--- config.mk ---
export PLATFORM = sky130hd
export DESIGN_NAME = sgns_out_fifo
export DESIGN_NICKNAME = d
export VERILOG_FILES = /design/src/rtl/sgns_pkg.sv /design/src/rtl/sgns_out_fifo.sv
export SDC_FILE = /design/constraint.sdc
export NUM_CORES = 1
export LEC_CHECK = 0
export ABC_AREA = 0
export BUFFER_PORTS_ARGS = -buffer_cell sky130_fd_sc_hd__buf_2
export CAP_MARGIN = 30
export CORE_ASPECT_RATIO = 0.75
export CORE_UTILIZATION = 30
export DETAILED_ROUTE_END_ITERATION = 8
export GPL_ROUTABILITY_DRIVEN = 0
export PLACE_DENSITY = 0.58
export SKIP_CTS_REPAIR_TIMING = 1
export SLEW_MARGIN = 20
export SYNTH_ARGS = -nofsm -noshare
export SYNTH_HDL_FRONTEND = slang
export SYNTH_SLANG_ARGS = --single-unit
--- constraint.sdc ---
create_clock -name clk -period 3.35 [get_ports clk]
set_input_delay 0.335 -clock clk [delete_from_list [all_inputs] [get_ports clk]]
set_output_delay 0.335 -clock clk [all_outputs]
set_load 0.05 [all_outputs]
--- src/rtl/sgns_pkg.sv ---
// shared types, constants and helpers for the gibberish n-gram scorer
`timescale 1ns / 1ps

package sgns_pkg;

    localparam int TABLE_DEPTH_DEF  = 16384;
    localparam int MAX_STORED_DEF   = 16;
    localparam int WEIGHT_WIDTH_DEF = 16;

    localparam int IDX_W      = 14;
    localparam int VAL_W      = 16;
    localparam int CHAR_W     = 8;
    localparam int CNT_W      = 5;
    localparam int SCORE_W    = 24;
    localparam int CFG_IDX_W  = 2;
    localparam int CFG_DATA_W = 16;
    localparam int IN_DATA_W  = 40;
    localparam int OUT_DATA_W = 32;
    localparam int OUT_DEPTH  = 8;

    localparam logic [CHAR_W-1:0] LATIN_LO = 8'h09;
    localparam logic [CHAR_W-1:0] LATIN_HI = 8'h7E;
    localparam int NGRAM_SPAN = 118;

    localparam logic [IDX_W-1:0] SLOT_LENGTH   = 14'd14160;
    localparam logic [IDX_W-1:0] SLOT_NONLATIN = 14'd14161;
    localparam logic [IDX_W-1:0] SLOT_DISTINCT = 14'd14162;

    localparam logic [CNT_W-1:0] COUNT_CAP   = 5'd17;
    localparam logic [CNT_W-1:0] MIN_LEN_RST = 5'd4;
    localparam logic [CNT_W-1:0] MAX_LEN_RST = 5'd16;

    localparam logic [SCORE_W-1:0] SCORE_MAX = 24'h7FFFFF;
    localparam logic [SCORE_W-1:0] SCORE_MIN = 24'h800000;

    typedef enum logic [0:0] {
        OP_LOAD = 1'b0,
        OP_BYTE = 1'b1
    } op_t;

    typedef enum logic [1:0] {
        CLASS_SCORED = 2'd0,
        CLASS_SHORT  = 2'd1,
        CLASS_LONG   = 2'd2
    } length_class_t;

    typedef enum logic [CFG_IDX_W-1:0] {
        REG_BIAS       = 2'd0,
        REG_MIN_LENGTH = 2'd1,
        REG_MAX_LENGTH = 2'd2
    } reg_index_t;

    typedef struct packed {
        logic shift;
        logic clear;
    } cell_ctrl_t;

    function automatic logic is_latin(logic [CHAR_W-1:0] c);
        return (c >= LATIN_LO) && (c <= LATIN_HI);
    endfunction

endpackage

--- src/rtl/sgns_out_fifo.sv ---
// result queue between the scoring pipeline and the master side
`timescale 1ns / 1ps

module sgns_out_fifo #(
    parameter int DEPTH = sgns_pkg::OUT_DEPTH,
    parameter int WIDTH = sgns_pkg::OUT_DATA_W
) (
    input  logic             clk,
    input  logic             rst_n,
    input  logic             push,
    input  logic [WIDTH-1:0] push_data,
    output logic             m_tvalid,
    input  logic             m_tready,
    output logic [WIDTH-1:0] m_tdata
);

    localparam int PTR_W = $clog2(DEPTH);
    localparam int CNT_W = $clog2(DEPTH + 1);

    logic [WIDTH-1:0] slot [DEPTH];
    logic [PTR_W-1:0] wr_ptr_reg, wr_ptr_next;
    logic [PTR_W-1:0] rd_ptr_reg, rd_ptr_next;
    logic [CNT_W-1:0] count_reg, count_next;
    logic             pop;

    assign pop      = m_tvalid && m_tready;
    assign m_tvalid = (count_reg != '0);
    assign m_tdata  = slot[rd_ptr_reg];

    always_comb
    begin
        wr_ptr_next = wr_ptr_reg;
        rd_ptr_next = rd_ptr_reg;
        count_next  = count_reg;
        if (push)
        begin
            wr_ptr_next = (wr_ptr_reg == PTR_W'(DEPTH - 1)) ? '0 : wr_ptr_reg + 1'b1;
        end
        if (pop)
        begin
            rd_ptr_next = (rd_ptr_reg == PTR_W'(DEPTH - 1)) ? '0 : rd_ptr_reg + 1'b1;
        end
        if (push && !pop)
        begin
            count_next = count_reg + 1'b1;
        end
        else if (pop && !push)
        begin
            count_next = count_reg - 1'b1;
        end
    end

    always_ff @(posedge clk or negedge rst_n)
    begin
        if (!rst_n)
        begin
            wr_ptr_reg <= '0;
            rd_ptr_reg <= '0;
            count_reg  <= '0;
        end
        else
        begin
            wr_ptr_reg <= wr_ptr_next;
            rd_ptr_reg <= rd_ptr_next;
            count_reg  <= count_next;
        end
    end

    always_ff @(posedge clk)
    begin
        if (push)
        begin
            slot[wr_ptr_reg] <= push_data;
        end
    end

endmodule

# Word level (Yosys, flattened, before mapping)
# Memory sizes are Yosys's and may differ from the RTL's.
# Cells that the tools add are included.
# Widths: inputs -> output; s select.
# word_totals
reg_bits,10
input_bits,36
elab_cells,23
ram_bits,256
out_inout_bits,33
mem_count,1
# op_classes
muxes,6
eq_ne,2
reduce_logical,7
add_sub_neg,4
# mem_list
name,words,width,rd,rd_clocked_by_memory_dff,wr,line,source
slot,8,32,1,0,1,sgns_out_fifo.sv:20,logic [WIDTH-1:0] slot [DEPTH];
# ops
operator,count
$mux 4,2
$add 3x1->3 const B,2
$eq 3x3->1 const B,2
$mux 3,2
$add 4x1->4 const B,1
$reduce_bool 4->1,1
$sub 4x1->4 const B,1
$logic_and 1x1->1,3
$logic_not 1->1,2
$mux 1,2
$reduce_bool 2->1,1

# Logic depth before layout (Yosys ltp)
# logic_depth
word_depth,5
ltp_mapped,7
mapped_depth_nobuf,7

# Worst setup path after synthesis
# OpenSTA, ideal clock, no wires.
# synth_path
path_type,reg2reg
startpoint,register wr_ptr_reg[2]
endpoint,memory slot[0][0] (netlist name) (enable)
n_path_buf,0
arrival_ns,2.780
synth_period_minus_slack_ns,3.241
slack_ns,0.109
path_stages_with_launch,3
setup_ns,0.461
required_time_ns,2.889
cell_sequence,dfrtp_1 -> nand2b_1 -> nor3_1
# synth_rtl
element,line,source
"start, declared",sgns_out_fifo.sv:21,"logic [PTR_W-1:0] wr_ptr_reg, wr_ptr_next;"
"start signal, assigned",sgns_out_fifo.sv:63,wr_ptr_reg <= wr_ptr_next;
"end, declared",sgns_out_fifo.sv:20,
# No word-level cell before the write port.

# Worst setup path in the final report
# layout_path
startpoint,register rd_ptr_reg[0]
endpoint,output m_tdata[6]
# layout_between
elab_chain_len,1
# layout_lines
element,line,source
"start, declared",sgns_out_fifo.sv:22,"logic [PTR_W-1:0] rd_ptr_reg, rd_ptr_next;"
"start signal, assigned",sgns_out_fifo.sv:64,rd_ptr_reg <= rd_ptr_next;
$mem_v2 8x32,-,
"end, declared",sgns_out_fifo.sv:14,output logic [WIDTH-1:0] m_tdata
# Every way passes these cells.

==> run summary <==
Startpoint Class: flip-flop
vias in the first global route: 5169
Post-Route Skew: 0.0187 ns
drt drc: 0
initial core utilization: 30.6%
gr ovfl total: 0
Iter 0 DRT Violations: 248
Die Ht: 162 um
cell with the most instances after synthesis: edfxtp_1
area delta synth->final: 19.6%
clk root buf: clkbuf_16
Yosys top cell area share: 74.9%
commonest cells in the netlist: edfxtp_1, mux4_2, mux2_2, dfrtp_1
# IOs: 69
Final TNS setup: 0 ns
EDFF count, synth: 256
Final Power: 11600 uW
top post-synthesis cells by area: edfxtp_1, mux4_2, mux2_2
WL final: 21100 um
Final Cycle Share: 86.9%
antenna violations before repair: 1
Crit path buffers/inverters: 2
vias post-DR: 4652
Max-Cap Viols: 0
CTS HTree Levels: 1
Netlist cell types: 28
Yosys top cell by area: edfxtp_1
port buffer count: 68
met1 Use GR: 16.4%
Synth async-reset ratio: 3.76%
synthesized cell area: 10300 um^2
TritonCTS clock tree: done
Hold WC Path Type: input pin to flip-flop
CP top delay family: multiplexers
Clock Path Buffers: 3
Syn. warnings: 0
total CTS buffers: 28
status: finished clean
worst hold slack: 0.0465 ns
Slowest-stage cell, CP: dfrtp_4
final setup vio count: 0
Req. time, crit path: 3.01 ns
Critical Path End Type: output pin
count of final hold-check violations: 0
WS Path Type: flip-flop to output pin
Skew-Pair Late Insertion Delay: 0.55 ns
Fmax: 343 MHz
Leakage: 0.00395 uW
Post-Syn Nets: 479
met3 Use GR: 2.79%
crit path max fanout: 15
FF+latch count, synth: 266
Die W: 216 um
Sink Count: 266
Rel. slew slack: 51.3%
power per cell area: 947 nW/um^2
share of layout cells above drive strength 1: 43.2%
row count: 58
RSZ-0062 raised after global routing: no
via-per-instance ratio: 4.64
nets: 574
detailed placement HPWL: 12200 um
sequential fraction of the synthesis area: 77.3%
syn avg cell area: 23.6 um^2
Mapped Cells: 435
CP arrival: 2.58 ns
transition time at the pin with the least slew margin: 0.729 ns
first drt pass iteration count: 4
GR peak layer: met2
peak per-stage delay on the critical path: 0.62 ns
Max VDD drop: 0.466 mV
crit path cell chain: buf_4 > mux4_2 > mux2_2 > buf_2
largest net degree at the start of global routing: 47
GRT Total Usage: 12.3%
ANT nets after route: 0
met2 Use GR: 20.5%
Min Clock Period, post-route: 2.91 ns
core area: 33600 um^2
max reg flops: 256
die area: 35000 um^2
clock transition at the registers of the reported paths: 0.06 ns
Synth Flop Type: edfxtp_1
first-pass GRT wire length: 32000 um
Slew Viols, Final: 0
DR WL/cell: 21.1 um
-- worst register-to-register path, delay by kind of cell, from the launching register on --
family	cells	cell delay, ns
adders and majority gates	2	0.70
buffers and inverters	1	0.14
and+or+nand+nor	1	0.51
DFF	1	0.48
AOI/OAI and AO/OA	3	0.77
-- power breakdown --
part / switching, uW / internal (uW) / total [uW]
sequential: 324 / 4180 / 4500
clock: 1270 / 1770 / 3050
combinational: 2500 / 1580 / 4080
total: 4100 / 7530 / 11600
-- final timing paths --
check	from	end	slack (ns)	depth (start not counted)
min in group asynchronous	rst_n	count_reg[3]	0.21	2
worst max register to register	count_reg[0]	count_reg[3]	0.63	7
worst max-delay path	rd_ptr_reg[0]	m_tdata[6]	0.44	4
worst min register to register	wr_ptr_reg[2]	wr_ptr_reg[2]	0.57	1
worst min-delay path	push_data[7]	slot[1][7]	0.05	1
max in group asynchronous	rst_n	rd_ptr_reg[0]	2.90	2
-- per-layer routing --
layer / part of all wire [%] / wire (um)
met5: 0 / 0
met3: 4.5 / 959
met1: 44 / 9260
met4: 1.8 / 371
met2: 50 / 10500
-- cell families after synthesis --
| logic type | count (synthesis) | synth area share [%] |
|---|---|---|
| AO/OA/AOI/OAI | 10 | 0.841 |
| buffers and inverters | 21 | 1.22 |
| AND/OR/NAND/NOR | 27 | 1.30 |
| XOR/XNOR | 2 | 0.171 |
| multiplexers | 101 | 18.1 |
| adder cells (fa/ha/maj) | 8 | 1.05 |
| flip-flops | 266 | 77.3 |
-- placed cells by master, fill, tap and decap left out, types with 2 or more instances in the layout --
master,n
buf_12,10
dfrtp_2,2
mux4_2,64
nor2_4,6
nor3_1,2
edfxtp_1,256
buf_2,68
nor3_2,2
clkinvlp_4,4
bufinv_16,3
mux2_2,36
nand2b_1,3
o211ai_1,2
nand3b_1,2
clkbuf_16,28
buf_4,5
a21oi_1,2
ha_1,7
or4_1,2
o21ai_0,3
nand2_1,6
clkinv_2,4
dfrtp_1,7
inv_1,2
nand3_1,2
clkinv_1,6
xnor2_1,2
clkbuf_1,2
-- through the flow --
stage          cell area [um^2]  setup slack [ns]  utilization (%)  instances
2_1_floorplan             10300             0.109                -        435
3_3_place_gp              11300             0.791             33.8        949
3_5_place_dp              11300             0.648             33.8        949
4_1_cts                   12300             0.345             36.5       1000
5_1_grt                   12300             0.297             36.5       1001
6_report                  12300             0.438             36.5       1002
-- area by class of cell --
type                    count  area, um^2
fillers                  3033       21300
flip-flops and latches    266        7940
multi-input cells         148        2260
clock buffers              30         708
repair buffers             84         588
well taps                 450         563
clock inverters            21         208
inverters                   2        7.51
diodes                      1        2.50
(Power assumes the default switching activity.)
