===== config.mk =====
export PLATFORM = sky130hd
export DESIGN_NAME = sgns_seen_cell
export DESIGN_NICKNAME = d
export VERILOG_FILES = /design/src/rtl/sgns_pkg.sv /design/src/rtl/sgns_seen_cell.sv
export SDC_FILE = /design/constraint.sdc
export NUM_CORES = 1
export LEC_CHECK = 0
export BUFFER_PORTS_ARGS = -buffer_cell sky130_fd_sc_hd__clkbuf_2
export CORE_AREA = 5 5 42 44
export CTS_CLUSTER_DIAMETER = 150
export DETAILED_ROUTE_END_ITERATION = 10
export DIE_AREA = 0 0 47 49
export HOLD_SLACK_MARGIN = 0.1
export SLEW_MARGIN = 20
export SYNTH_ARGS = -nofsm -noshare
export SYNTH_HDL_FRONTEND = slang
export SYNTH_SLANG_ARGS = --single-unit

===== constraint.sdc =====
create_clock -name clk -period 1.5 [get_ports clk]
set_input_delay 0.3 -clock clk [delete_from_list [all_inputs] [get_ports clk]]
set_output_delay 0.3 -clock clk [all_outputs]
set_load 0.1 [all_outputs]

===== src/rtl/sgns_pkg.sv =====
// shared types, constants and helpers for the gibberish n-gram scorer
`timescale 1ns / 1ps

package sgns_pkg;

    localparam int TABLE_DEPTH_DEF  = 16384;
    localparam int MAX_STORED_DEF   = 16;
    localparam int WEIGHT_WIDTH_DEF = 16;

    localparam int IDX_W      = 14;
    localparam int VAL_W      = 16;
    localparam int CHAR_W     = 8;
    localparam int CNT_W      = 5;
    localparam int SCORE_W    = 24;
    localparam int CFG_IDX_W  = 2;
    localparam int CFG_DATA_W = 16;
    localparam int IN_DATA_W  = 40;
    localparam int OUT_DATA_W = 32;
    localparam int OUT_DEPTH  = 8;

    localparam logic [CHAR_W-1:0] LATIN_LO = 8'h09;
    localparam logic [CHAR_W-1:0] LATIN_HI = 8'h7E;
    localparam int NGRAM_SPAN = 118;

    localparam logic [IDX_W-1:0] SLOT_LENGTH   = 14'd14160;
    localparam logic [IDX_W-1:0] SLOT_NONLATIN = 14'd14161;
    localparam logic [IDX_W-1:0] SLOT_DISTINCT = 14'd14162;

    localparam logic [CNT_W-1:0] COUNT_CAP   = 5'd17;
    localparam logic [CNT_W-1:0] MIN_LEN_RST = 5'd4;
    localparam logic [CNT_W-1:0] MAX_LEN_RST = 5'd16;

    localparam logic [SCORE_W-1:0] SCORE_MAX = 24'h7FFFFF;
    localparam logic [SCORE_W-1:0] SCORE_MIN = 24'h800000;

    typedef enum logic [0:0] {
        OP_LOAD = 1'b0,
        OP_BYTE = 1'b1
    } op_t;

    typedef enum logic [1:0] {
        CLASS_SCORED = 2'd0,
        CLASS_SHORT  = 2'd1,
        CLASS_LONG   = 2'd2
    } length_class_t;

    typedef enum logic [CFG_IDX_W-1:0] {
        REG_BIAS       = 2'd0,
        REG_MIN_LENGTH = 2'd1,
        REG_MAX_LENGTH = 2'd2
    } reg_index_t;

    typedef struct packed {
        logic shift;
        logic clear;
    } cell_ctrl_t;

    function automatic logic is_latin(logic [CHAR_W-1:0] c);
        return (c >= LATIN_LO) && (c <= LATIN_HI);
    endfunction

endpackage


===== src/rtl/sgns_seen_cell.sv =====
// one cell of the seen-byte chain: holds a byte, compares it, shifts to the next cell
`timescale 1ns / 1ps

module sgns_seen_cell (
    input  logic                           clk,
    input  logic                           rst_n,
    input  sgns_pkg::cell_ctrl_t           ctrl,
    input  logic [sgns_pkg::CHAR_W-1:0]    probe,
    input  logic [sgns_pkg::CHAR_W-1:0]    in_byte,
    input  logic                           in_used,
    output logic [sgns_pkg::CHAR_W-1:0]    out_byte,
    output logic                           out_used,
    output logic                           hit
);

    logic [sgns_pkg::CHAR_W-1:0] byte_reg;
    logic                        used_reg;
    logic                        used_next;

    always_comb
    begin
        used_next = used_reg;
        if (ctrl.clear)
        begin
            used_next = 1'b0;
        end
        else if (ctrl.shift)
        begin
            used_next = in_used;
        end
    end

    always_ff @(posedge clk or negedge rst_n)
    begin
        if (!rst_n)
        begin
            used_reg <= 1'b0;
        end
        else
        begin
            used_reg <= used_next;
        end
    end

    always_ff @(posedge clk)
    begin
        if (ctrl.shift)
        begin
            byte_reg <= in_byte;
        end
    end

    assign out_byte = byte_reg;
    assign out_used = used_reg;
    assign hit      = used_reg && (byte_reg == probe);

endmodule


# Word-level counts from Yosys, hierarchy flattened
# Index checks and enable logic that the tools add are counted.
[op_classes]
eq_ne = 1
n_mux = 2
reduce_logical = 2
[op_table]
columns = ["cell", "count"]
rows = [
  ["8-bit equality test", 1],
  ["1-bit 2-to-1 mux", 2],
  ["2-bit nonzero test", 1],
  ["1-bit logical AND", 1],
]
[totals]
reg_bits = 9
output_inout_bits = 10

# Logic depth before layout (Yosys ltp)
# Gate-level depths: netlist (run 1).
[depth]
word_depth = 2
ltp_mapped = 3
mapped_depth_nobuf = 3

# Least setup slack after synthesis (run 1)
# No wires, ideal clock.
[synth_path]
kind = "reg-to-output"
start = "register byte_reg (netlist bit out_byte[2])"
end = "output hit"
arrival_ns = 2.476
required_time_ns = 1.200
path_slack_ns = -1.276
path_stages_with_launch = 4
path_buffers = 0
path_cell_list = "edfxtp_1 -> xnor2_1 -> nand4_1 -> nor3_2"
[synth_between]
elab_chain_cells = 2
[synth_rtl]
columns = ["element", "line_no", "rtl"]
rows = [
  ["start, declared", "sgns_seen_cell.sv:16", "logic [sgns_pkg::CHAR_W-1:0] byte_reg;"],
  ["start signal, assigned", "sgns_seen_cell.sv:49", "byte_reg <= in_byte;"],
  ["8-bit equality test", "sgns_seen_cell.sv:55", "assign hit = used_reg && (byte_reg == probe);"],
  ["1-bit logical AND", "sgns_seen_cell.sv:55", ""],
  ["end, declared", "sgns_seen_cell.sv:13", "output logic hit"],
]
# Every way passes these cells.

# Worst setup path in the final report (run 1)
[layout_path]
start = "register byte_reg (netlist bit out_byte[5])"
end = "output hit"
# The elaborated chain is that of the path after synthesis.

==> results of run 1 <==
## timing repair
item                                    in CTS  in global routing
endpoints found under the setup margin       1                  1
endpoints found under the hold margin        1                  0
buffers inserted                             0                  0
hold buffers                                 1                  0
pin swaps                                    2                  0
## critical path, delay by kind of cell (launching register included)
kind | cells | cell delay, ns
simple gates | 2 | 0.37
xor+xnor | 1 | 0.15
buf+inv | 1 | 0.20
flops | 1 | 0.40
## cells in the final DEF, fill, tap and decap left out
master / netlist / layout
clkbuf_2: 0 / 20
buf_4: 0 / 9
xnor2_1: 8 / 8
edfxtp_1: 8 / 8
clkbuf_4: 0 / 3
nand3_1: 1 / 1
nand4_1: 1 / 1
nand2_1: 1 / 1
nor3_4: 0 / 1
mux2i_1: 1 / 1
nor2_1: 1 / 1
clkbuf_1: 0 / 1
dlygate4sd3_1: 0 / 1
dfrtp_1: 1 / 1
buf_12: 0 / 1
## worst paths after layout
| kind | start | endpoint | cells after the start |
|---|---|---|---|
| max | out_byte[5]$_DFFE_PP_ | hit | 4 |
| max reg2reg | out_used$_DFFE_PN0P_ | out_used$_DFFE_PN0P_ | 2 |
| min reg2reg | out_used$_DFFE_PN0P_ | out_used$_DFFE_PN0P_ | 2 |
| min | ctrl[0] | out_used$_DFFE_PN0P_ | 2 |
| min in group asynchronous | rst_n | out_used$_DFFE_PN0P_ | 2 |
| max in group asynchronous | rst_n | out_used$_DFFE_PN0P_ | 2 |
## stage by stage
step                      power (mW)   util  instance area [sq um]
final                          0.717  0.446                    624
after global routing           0.749  0.446                    624
after CTS                      0.731  0.446                    624
after detailed placement       0.546  0.420                    588
after global placement         0.544  0.420                    588
after floorplan                0.480      -                    380
## cells by family after synthesis
logic type                count (synthesis)  share of synthesized area
DFF                                       9                      0.709
and+or+nand+nor                           5                     0.0769
muxes                                     1                     0.0268
xor gates and xnor gates                  8                      0.187
## where the power goes
group / internal (mW) / leakage [nW] / switching, mW / total (mW)
sequential: 0.295 / 0.0916 / 0.0124 / 0.308
clock: 0.102 / 0.0150 / 0.0757 / 0.178
combinational: 0.0632 / 0.179 / 0.169 / 0.232
total: 0.460 / 0.285 / 0.257 / 0.717
## routing by layer
metal	up-vias	global-route usage	wire [um]
li1	152	-	-
met1	129	0.0845	269
met2	18	0.0995	370
met3	0	0.0258	109
met4	0	0.0415	0
met5	-	0	0
## state kept, by name (all words and copies together), names as in the netlist
name and count:
out_byte 8, out_used 1
## final cells by class
cell class	count	area, sq um
clock buffers	4	26.3
fillers	132	777
multi-input cells	14	115
flip-flops and latches	9	265
well taps	16	20.0
repair buffers	31	198
==> metrics.txt, run 1 <==
Tmin final=1.67 ns; top-area cell type share of the netlist area=0.642; Placed Cells=69; router iterations before antenna repair=1; final routed DRC violation total=0; TritonCTS clock tree=yes; Finished Layout Cells=74; Post-Synthesis Cells=23; Diodes inserted=0; Yosys top cell by area=edfxtp_1; core area=1400 sq um; worst slew margin relative to its limit=0.815; Post-synth ARST share=0.111; Mapped Avg Cell Area=16.3 sq um; crit end category=output port; synthesis-to-finish area growth=66.9%; Pleak=0.285 nW; Post-Route Skew=0 ns; Final Hold Vio Count=0; Netlist cell types=9; clock latency on the worst-skew pair=0.25 ns; Clock Path Buffers=2; nets@finish=80; fin crit share=1.11; total CTS buffers=3; power per cell area=1150 nW/um^2; status=finished, violations left; final critical-path setup slack=-0.168 ns; startpoint types=flip-flop; post-CTS sizing=0; final WL=749 um; Peak Freq=599 MHz; max_cap viols=0; GRT Resource Usage Total=0.0691; first-iteration detailed-routing DRC count=0; wire per inst=10.1 um; Die ar.=2300 sq um; top cells by area, synth=edfxtp_1 64%, xnor2_1 19%, dfrtp_1 6.7%, mux2i_1 2.7%, nor3_2 2.7%; initial antenna violation count=0; number of port buffers=30; most common flop cell mapped by yosys=edfxtp_1; total number of H-tree levels=1; Placer Congestion=0.639; crit-path cells=xnor2_1 > nand3_1 > nor3_4 > buf_12; Critical Path Fanout Max=2; Avg Vias per Cell=4.04; DR vias=299; hold slack final=0.197 ns; Sink Count=9; register area share after synthesis=0.709; layout cells sized above 1=0.586; final setup fails=1; slowest CP cell=edfxtp_1; Worst path max stage delay=0.40 ns; Crit path required time=1.20 ns; Die Y=49 um; initial core utilization=0.267; hold crit path type=in -> reg; Critical Path AT=1.37 ns; Mapped Area=374 sq um; Synth Register Bits=9; Reg clk slew, reported paths=0.05 ns; IO Pins=31; Post-synth EDFFs=8; WS Path Type=reg -> out; max-slew violations=0; vias in the first global route=305; maximum number of pins on one net before global-route repair=10; reg2reg setup slack=0.82 ns; first-pass GRT wire length=1150 um; unrepaired setup endpoints after global routing=true; failing checks=negative setup slack; list of most frequent post-synthesis cells=8 x edfxtp_1, 8 x xnor2_1; Worst VDD drop=0.000590 V; root buffer selected by CTS=clkbuf_4; Ys Warns=0; std cell rows=14; setup TNS=-0.168 ns; Mapped Nets=44; total gr overflow=0; die width=47 um; Post-DRT Antenna Nets=0; worst slack at placement=0.0407 ns; Worst Tran Pin Value=0.280 ns
Power figures use the tool's default switching activity.
==> run 2: changes to the inputs <==
--- a/config.mk
+++ b/config.mk
@@ -6,10 +6,11 @@
 export NUM_CORES = 1
 export LEC_CHECK = 0
 export BUFFER_PORTS_ARGS = -buffer_cell sky130_fd_sc_hd__clkbuf_2
-export CORE_AREA = 5 5 42 44
+export CORE_ASPECT_RATIO = 1.2
+export CORE_MARGIN = 5
+export CORE_UTILIZATION = 24
 export CTS_CLUSTER_DIAMETER = 150
 export DETAILED_ROUTE_END_ITERATION = 10
-export DIE_AREA = 0 0 47 49
 export HOLD_SLACK_MARGIN = 0.1
 export SLEW_MARGIN = 20
 export SYNTH_ARGS = -nofsm -noshare
==> run 2 against run 1 <==
  * The flow still finishes with violations (negative setup slack)
  * Global-route usage up 1.0 points
  * First-iteration DRC count up 3
  * Maximum frequency down 0.88%
  * Count of clock-buffer cells in the layout is the same
  * Combinational power rose by 2%
  * Worst setup slack lost 0.015 ns
  * Clock power grew 4%
  * Worst hold slack worse by 0.013 ns
  * Wire length rose by 17%
  * Core utilization fell by 1.3 points
  * Sequential power about the same
  * Power up 1.7%
  * Critical endpoint unchanged
==> metrics.txt, run 2 (same netlist as run 1, synthesis figures left out) <==
status=finished, violations left (unchanged); failing checks=negative setup slack (unchanged); power per cell area=1150 nW/um^2 (about the same); Tmin final=1.68 ns (was 1.67 ns); Pleak=0.290 nW (was 0.285 nW); most common cell after layout, fill and taps aside=clkbuf_2 (unchanged); WS Path Type=reg -> out (unchanged); R2R cell count=2 (unchanged); total number of H-tree levels=1 (unchanged); IO Pins=31 (unchanged); synthesis-to-finish area growth=69.2% (was 66.9%); router iterations before antenna repair=2 (was 1); total CTS buffers=3 (unchanged); fin crit share=1.12 (was 1.11); final routed DRC violation total=0 (unchanged); GRT Resource Usage Total=0.0791 (was 0.0691); max FFs per register=8 (unchanged); DR vias=309 (was 299); commonest non-fill, non-tap cells in the layout=20 x clkbuf_2, 10 x buf_4, 8 x xnor2_1, 8 x edfxtp_1, 3 x clkbuf_4 (was 20 x clkbuf_2, 9 x buf_4, 8 x xnor2_1, 8 x edfxtp_1, 3 x clkbuf_4); area of the multi-input gates=115 sq um (unchanged); Clock Path Buffers=2 (unchanged); final setup fails=1 (unchanged); Die ar.=2450 sq um (was 2300 sq um); clock latency on the worst-skew pair=0.26 ns (was 0.25 ns); nets@finish=81 (was 80); Critical Path End=hit (unchanged); Placer Congestion=0.651 (was 0.639); Crit Reg-Reg Startpoint=out_used$_DFFE_PN0P_ (unchanged); max_cap viols=0 (unchanged); root buffer selected by CTS=clkbuf_4 (unchanged); Final Hold Vio Count=0 (unchanged); Reg area=265 sq um (unchanged); number of port buffers=30 (unchanged); unrepaired setup endpoints after global routing=true (unchanged); reg-to-reg endpoint=out_used$_DFFE_PN0P_ (unchanged); wire per inst=11.5 um (was 10.1 um); std cell rows=15 (was 14); first-iteration detailed-routing DRC count=3 (was 0); Tot Pwr=729 uW (was 717 uW); dpl hpwl=740 um; Peak Freq=594 MHz (was 599 MHz); initial antenna violation count=0 (unchanged); first-pass GRT wire length=1270 um (was 1150 um); final WL=877 um (was 749 um); fin area=633 sq um (was 624 sq um); final critical-path setup slack=-0.183 ns (was -0.168 ns); total gr overflow=0 (unchanged); TritonCTS clock tree=yes (unchanged); Post-Route Skew=0 ns (unchanged); setup TNS=-0.183 ns (was -0.168 ns); Avg Vias per Cell=4.07 (was 4.04); Diodes inserted=0 (unchanged); Critical Path AT=1.38 ns (was 1.37 ns); Reg clk slew, reported paths=0.06 ns (was 0.05 ns); Sink Count=9 (unchanged); Filler Cell Count=138 (was 132); post-CTS sizing=0 (unchanged); crit end category=output port (unchanged); die width=46.0 um (was 47 um); Finished Layout Cells=76 (was 74); maximum number of pins on one net before global-route repair=10 (unchanged); Crit path required time=1.20 ns (about the same); worst slew margin relative to its limit=0.813 (was 0.815); vias in the first global route=347 (was 305); reg2reg setup slack=0.82 ns (about the same); CP Launch Point=out_byte[6]$_DFFE_PP_ (was out_byte[5]$_DFFE_PP_); core area=1460 sq um (was 1400 sq um); hold crit path type=in -> reg (unchanged); Post-DRT Antenna Nets=0 (unchanged); Die Y=53.3 um (was 49 um); Worst VDD drop=0.000509 V (was 0.000590 V); layout cells sized above 1=0.593 (was 0.586); DP Area=589 sq um (was 588 sq um); Critical Path Fanout Max=2 (unchanged); Worst Tran Pin Value=0.283 ns (was 0.280 ns); max-slew violations=0 (unchanged); Placed Cells=70 (was 69); startpoint types=flip-flop (unchanged); initial core utilization=0.256 (was 0.267); fin util=0.432 (was 0.446)
run 2: cell types whose count changed in the layout (fill, tap and decap cells not counted):
| cell | delta |
|---|---|
| buf_4 | +1 |
run 2: worst max-delay path, stage by stage (launching register included):
cell	delay (ns)
edfxtp_1	0.40
xnor2_1	0.15
nand3_1	0.14
nor3_4	0.23
buf_12	0.20
run 2: worst min-delay path by stage:
stage	slack, ns	cells after the start	start	endpoint
final	0.18	2	ctrl[0]	out_used$_DFFE_PN0P_
after global routing	0.19	2	ctrl[0]	out_used$_DFFE_PN0P_
after CTS	0.17	2	ctrl[0]	out_used$_DFFE_PN0P_
after detailed placement	0.08	1	rst_n	out_used$_DFFE_PN0P_
after global placement	0.08	1	rst_n	out_used$_DFFE_PN0P_
after floorplan	0.004	0	rst_n	out_used$_DFFE_PN0P_
run 2: layout make-up:
cell class / count / area share
multi-input combinational: 14 / 0.182
tap: 17 / 0.0336
timing repair buffer: 32 / 0.324
sequential: 9 / 0.419
clock buffer: 4 / 0.0415
run 2: per-stage QoR:
stage	hold WS [ns]	setup slack [ns]
detailed placement	0.0762	0.0364
global placement	0.0763	0.0569
floorplan	0.00441	-0.909
CTS	0.174	-0.204
global route	0.185	-0.259
finish	0.184	-0.183
run 2: power by group:
part,internal (mW),switching (mW),total [mW]
Sequential,0.295,0.0118,0.307
Clock,0.102,0.0840,0.186
Combinational,0.0656,0.170,0.236
Total,0.463,0.266,0.729
run 2: what timing repair did:
item / 4_1_cts / 5_1_grt
hold buffers: 1 / 0
pin swaps: 3 / 0
endpoints found under the hold margin: 1 / 0
endpoints found under the setup margin: 1 / 1
buffers inserted: 1 / 0
run 2: layer usage:
layer  GRT usage  routed length, um  vias to the layer above
met4      0.0853                 27                        0
met3      0.0442                156                        4
met1      0.0732                321                      123
li1            -                  -                      154
met2       0.112                371                       28
met5           0                  0                        -
